===== src/hdl/rdmf_pkg.sv =====
package rdmf_pkg;

    localparam int COORD_W     = 16;
    localparam int ENTRY_W     = 4 * COORD_W;
    localparam int SQ_W        = 2 * COORD_W;
    localparam int IN_TDATA_W  = ENTRY_W;
    localparam int OUT_TDATA_W = 8;

    // Bit positions of the result flags in the output word.
    localparam int OUT_KEEP_BIT = 0;
    localparam int OUT_FULL_BIT = 1;

    typedef enum logic [1:0] {
        S_IDLE,
        S_SCAN,
        S_DONE
    } t_state;

    // Status from the distance compare pipeline back to the controller.
    typedef struct packed {
        logic valid;
        logic hit;
        logic busy;
    } t_cmp_res;

endpackage


===== src/hdl/rdmf_cmp.sv =====
module rdmf_cmp (
    input  logic                         i_clk,
    input  logic                         i_rst_n,
    input  logic                         i_valid,
    input  logic [rdmf_pkg::ENTRY_W-1:0] i_entry,
    input  logic [rdmf_pkg::ENTRY_W-1:0] i_query,
    input  logic [rdmf_pkg::SQ_W-1:0]    i_rsq,
    output rdmf_pkg::t_cmp_res           o_res
);

    localparam int CW = rdmf_pkg::COORD_W;
    localparam int SW = rdmf_pkg::SQ_W;

    logic [CW-1:0] n_diff [4];
    logic [CW-1:0] r_diff [4];
    logic [SW-1:0] r_sq   [4];
    logic [SW:0]   sum_first;
    logic [SW:0]   sum_second;
    logic          r_v1;
    logic          r_v2;
    logic          r_v3;
    logic          r_hit;

    // Absolute coordinate differences, one lane per coordinate.
    always_comb begin
        for (int k = 0; k < 4; k++) begin
            if (i_query[k*CW +: CW] > i_entry[k*CW +: CW]) begin
                n_diff[k] = i_query[k*CW +: CW] - i_entry[k*CW +: CW];
            end else begin
                n_diff[k] = i_entry[k*CW +: CW] - i_query[k*CW +: CW];
            end
        end
    end

    assign sum_first  = {1'b0, r_sq[0]} + {1'b0, r_sq[1]};
    assign sum_second = {1'b0, r_sq[2]} + {1'b0, r_sq[3]};

    always_ff @(posedge i_clk) begin
        for (int k = 0; k < 4; k++) begin
            r_diff[k] <= n_diff[k];
            r_sq[k]   <= SW'(r_diff[k]) * SW'(r_diff[k]);
        end
        r_hit <= (sum_first <= {1'b0, i_rsq}) && (sum_second <= {1'b0, i_rsq});
    end

    always_ff @(posedge i_clk) begin
        if (!i_rst_n) begin
            r_v1 <= 1'b0;
            r_v2 <= 1'b0;
            r_v3 <= 1'b0;
        end else begin
            r_v1 <= i_valid;
            r_v2 <= r_v1;
            r_v3 <= r_v2;
        end
    end

    assign o_res.valid = r_v3;
    assign o_res.hit   = r_hit;
    assign o_res.busy  = r_v1 | r_v2 | r_v3;

endmodule


===== config.mk =====
export PLATFORM = sky130hd
export DESIGN_NAME = rdmf_cmp
export DESIGN_NICKNAME = d
export VERILOG_FILES = /design/src/hdl/rdmf_pkg.sv /design/src/hdl/rdmf_cmp.sv
export SDC_FILE = /design/constraint.sdc
export NUM_CORES = 2
export LEC_CHECK = 0
export ABC_CLOCK_PERIOD_IN_PS = 7220
export BUFFER_PORTS_ARGS = -buffer_cell sky130_fd_sc_hd__buf_2
export CAP_MARGIN = 5
export CORE_MARGIN = 2
export CORE_UTILIZATION = 50
export DETAILED_ROUTE_END_ITERATION = 16
export MAX_ROUTING_LAYER = met4
export PLACE_DENSITY = 0.74
export REMOVE_ABC_BUFFERS = 1
export SLEW_MARGIN = 25
export SYNTH_ARGS = -nofsm -noshare
export SYNTH_HDL_FRONTEND = slang
export SYNTH_SLANG_ARGS = --single-unit

===== constraint.sdc =====
create_clock -name i_clk -period 7.22 [get_ports i_clk]
set_input_delay 1.444 -clock i_clk [delete_from_list [all_inputs] [get_ports i_clk]]
set_output_delay 1.444 -clock i_clk [all_outputs]
set_load 0.005 [all_outputs]

## After elaboration in Yosys (flattened, before gate mapping)

Memories as Yosys holds them, arrays and structs flattened.
Index checks and enable logic that the tools add are counted.

| word-level totals | value |
|---|---|
| memories kept | 2 |
| logic and storage cells | 33 |
| latch bits | 0 |
| bits in read-only memories | 0 |
| input port bits | 163 |
| register bits | 4 |
| output and inout port bits | 3 |
| RAM bits | 192 |

Memories:

| memory | words | width | read ports | clocked after Yosys merged registers in | write ports | line | RTL |
|---|---|---|---|---|---|---|---|
| r_sq | 4 | 32 | 4 | 0 | 4 | rdmf_cmp.sv:16 | `logic [SW-1:0] r_sq [4];` |
| r_diff | 4 | 16 | 4 | 0 | 4 | rdmf_cmp.sv:15 | `logic [CW-1:0] r_diff [4];` |

| operators by class | value |
|---|---|
| divide/modulo/power cells | 0 |
| multiply operators | 4 |
| equality and inequality tests | 0 |
| reductions and logical operators | 1 |
| add/sub/neg operators | 10 |
| multiplexer cells | 4 |
| magnitude comparators | 6 |
| bitwise operators | 2 |
| shifts and indexed selects | 0 |

Operator list:

| operator | count |
|---|---|
| multiplier 16 x 16 -> 32 bit | 4 |
| subtractor 16 bit | 8 |
| adder 32 x 32 -> 33 bit | 2 |
| <= comparator 33 x 32 -> 1 bit | 2 |
| > comparator 16 bit | 4 |
| two-way mux 16 bit | 4 |
| OR 1 bit | 2 |
| logical AND 1 bit | 1 |

## Longest topological paths before layout

| depth | value |
|---|---|
| word-level depth | 3 |
| gate-level depth with buffers | 26 |
| depth with buffers taken out | 24 |

## Worst setup path before layout

No wires, ideal clock.

| timing path | value |
|---|---|
| kind | register -> register |
| start | memory r_diff[1][1] (netlist name) |
| end | memory r_sq[1][28] (netlist name) |
| setup time | 120 ps |
| slack | 938 ps |
| data required time | 7,100 ps |
| period minus slack after synthesis | 6,282 ps |
| buffers on the path | 2 |
| data arrival time | 6,163 ps |
| cell stages (with the launch flop) | 25 |
| cell sequence | dfxtp_1 -> clkbuf_1 -> clkbuf_1 -> and2_1 -> fa_1 -> inv_1 -> fa_1 -> inv_1 -> fa_1 -> inv_1 -> fa_1 -> inv_1 -> fa_1 -> inv_1 -> fa_1 -> inv_1 -> ha_1 -> nand4_1 -> or3_1 -> o21ai_1 -> a31oi_1 -> a211o_1 -> o31ai_1 -> nor4b_1 -> a211o_1 |

RTL lines:

| element | line |
|---|---|
| start: declaration | rdmf_cmp.sv:15 |
| end: declaration | rdmf_cmp.sv:16 |

==> key figures <==
Outcome
  • Status: finished clean

Synth
  • Area leader, netlist: fa_1
  • Main synth FF type: dfxtp_1
  • Top cells by area, synth: fa_1 (30%), ha_1 (19%), inv_1 (11%)
  • Synth unique cells: 83
  • Synth Instances: 5012
  • Mean Syn Cell Area: 8.636 um^2
  • Number of flops mapped to enable cells by yosys: 0
  • Flops & latches, synth: 192
  • Top cell type's share of synthesized area: 30.34%
  • Async S/R FF share, synth: 0%
  • Synth Cell Area: 43290 um^2
  • Seq/Total Area, Yosys: 8.880%
  • Synthesis Warnings: 0

Floorplan
  • Die extent in x: 298.2 um
  • Die area: 88940 um^2
  • IO Pins: 166
  • Starting density of the core: 50.68%
  • Die height: 298.2 um
  • Core box area: 85410 um^2
  • # rows: 107

Finish
  • Diode count: 0
  • Layout cells sized above 1: 5.850%
  • Final nets: 6586
  • Fin cells: 6272
  • Area delta synth->final: 6.287%

Timing
  • Fin Setup TNS: 0 ns
  • Share of the clock period used by the worst path: 94.49%
  • Max Freq: 0.1466 GHz
  • Worst Clk Skew: 0.01505 ns
  • Fin. Hold Viols: 0
  • Final count of negative-setup-slack endpoints: 0
  • RSZ-0062 raised after global routing: false
  • Slew @ Worst Pin: 0.9717 ns
  • Fin. max-slew vios: 0
  • Slew Limit Headroom: 34.40%
  • Final min period: 6.822 ns

Setup path
  • Critical path class: flop to flop
  • Worst Path Required: 7.61 ns
  • Worst-case reg-to-reg path depth: 21
  • Arr. time, crit path: 7.21 ns
  • Crit. End Element: flop
  • CP max FO: 11
  • Worst path cell trace: inv_1, nor2_1, ha_1, xor2_1, fa_1, inv_1, fa_1, fa_1, fa_1, inv_1, fa_1, inv_1, ha_1, nand3_1, or3_1, o21ai_1, a31oi_1, a211o_1, o31ai_1, nor4b_1, a211o_1
  • CP startpoint: r_diff[1][12]
  • Max incr delay on CP: 0.63 ns
  • Worst r2r src: r_diff[1][12]
  • Most used cell, CP: fa_1
  • CP max-delay cell: dfxtp_1
  • CP Launch Type: flop

Drt
  • Wire length per cell: 15.34 um
  • Post-route DRC: 0
  • Post-DRT Antenna Nets: 0
  • Drt pass-1 iters: 6
  • Vias: 33251
  • Final WL: 96190 um
  • Drt via density: 5.301
  • 1st-iter DRT viols: 1953

Placed design
  • Gp weighted congestion: 0.9539
  • Port Buffers: 165
  • Final HPWL DP: 83040 um
  • Dpl cells: 6240

Global route
  • Gr ovfl total: 0
  • Largest net degree at the start of global routing: 23
  • Antenna violations before repair: 0
  • Total GRT Usage: 23.16%
  • First-pass GRT wire length: 163900 um
  • Vias in the first global route: 34568

Clock network
  • CTS Root Cell: clkbuf_16
  • Hold Buf Count CTS: 0
  • H-tree levels: 4
  • Post-CTS Setup Bufs: 0
  • CTS tree: done
  • Max Buffers Root-to-Sink: 2
  • Clock sink count: 192
  • CTS resizes: 0
  • Total CTS buffers: 17
  • Reg clk slew, reported paths: 0.08 ns
  • Clock Latency Late Sink: 0.51 ns

Min path
  • Hold_sp: r_v2
  • WHS Path Cells: 1
  • Hold Path Class: flop to flop

Job
  • Max Cap Viol: 0
-- critical path: cells and delay by family, from the launching register on --
family / cells / cell delay, ns
adders and majority gates: 7 / 3.11
AOI/OAI and AO/OA: 5 / 1.53
and+or+nand+nor: 4 / 0.78
DFF: 1 / 0.63
buffers and inverters: 4 / 0.46
xor gates and xnor gates: 1 / 0.19
-- cell families (layout without fill, tap and decap cells) --
kind of cell	after synthesis	count (layout)	share of synthesized area (%)
AOI/OAI and AO/OA	823	823	12.31
muxes	42	42	1.029
and+or+nand+nor	1066	1066	12.02
buffers and inverters	1341	1457	11.72
xor gates and xnor gates	240	240	4.856
adders and majority gates	1308	1308	49.19
DFF	192	192	8.880
-- per-layer routing --
metal	vias to the layer above	track usage (%)	share of wire, %
met2	743	39.16	50
li1	15998	-	-
met5	-	-	0
met3	174	2.654	4.6
met1	16336	29.09	43
met4	0	7.119	2.7
-- cells in the mapped netlist (all sizes together) (67+ instances only) --
cell type	instances
a21o	145
a21oi	251
and2	166
clkbuf	106
dfxtp	192
fa	656
ha	652
inv	1217
nand2	395
nor2	188
o21ai	143
xnor2	173
xor2	67
-- per-stage QoR --
step | cell area [um^2] | hold WS (ns) | utilization [%] | worst slack (ns)
floorplan | 42780 | 0.4227 | - | 1.120
global placement | 45360 | 0.4368 | 53.11 | 0.5574
detailed placement | 45360 | 0.4406 | 53.11 | 0.4867
CTS | 46000 | 0.4612 | 53.85 | 0.4495
global route | 46010 | 0.4964 | 53.86 | 0.03041
finish | 46010 | 0.4593 | 53.86 | 0.3978
-- area by class of cell --
type | count | area (um^2)
clock inverters | 14 | 196.4
well taps | 1144 | 1431
flip-flops and latches | 192 | 3844
inverters | 1217 | 4568
multi-input cells | 3479 | 34380
fillers | 7947 | 39410
repair buffers | 208 | 1149
clock buffers | 18 | 439.2
-- worst paths after layout --
| check | endpoint | slack (ns) |
|---|---|---|
| worst max-delay path | r_sq[1][28] | 0.40 |
| worst min-delay path | r_v3 | 0.46 |
| worst max register to register | r_sq[1][28] | 0.40 |
| worst min register to register | r_v3 | 0.46 |
-- flip-flops by register name (all words and copies together), names as in the netlist --
| register | flops |
|---|---|
| r_sq | 124 |
| r_diff | 64 |
| r_hit | 1 |
| r_v1 | 1 |
| r_v2 | 1 |
| r_v3 | 1 |
-- layout by cell type, fill, tap and decap left out, drive strengths merged, types with 7 or more instances in the layout --
master   synthesis  final
nand4           33     33
nor2           188    188
xnor2          173    173
mux2            14     14
o221ai           8      8
nor2b           63     63
o21bai          33     33
buf             18    208
dfxtp          192    192
or2             17     17
a311oi           7      7
and2           166    166
nor3            33     33
a2111oi          8      8
a211o           10     10
a21boi          18     18
fa             656    656
or3             11     11
ha             652    652
o31ai           11     11
a31oi           36     36
clkbuf         106     18
nand2          395    395
mux2i           28     28
a21oi          251    251
a21o           145    145
nor4             9      9
o21ai          143    143
o211ai          27     27
a31o            12     12
nand2b          34     34
nand3           53     53
nor3b            8      8
xor2            67     67
a211oi          25     25
inv           1217   1223
and3            33     33
o21a            34     34
Power is left out: the tool's default activity adds up to more than one toggle a clock period on the data nets, which glitch-free logic cannot reach.
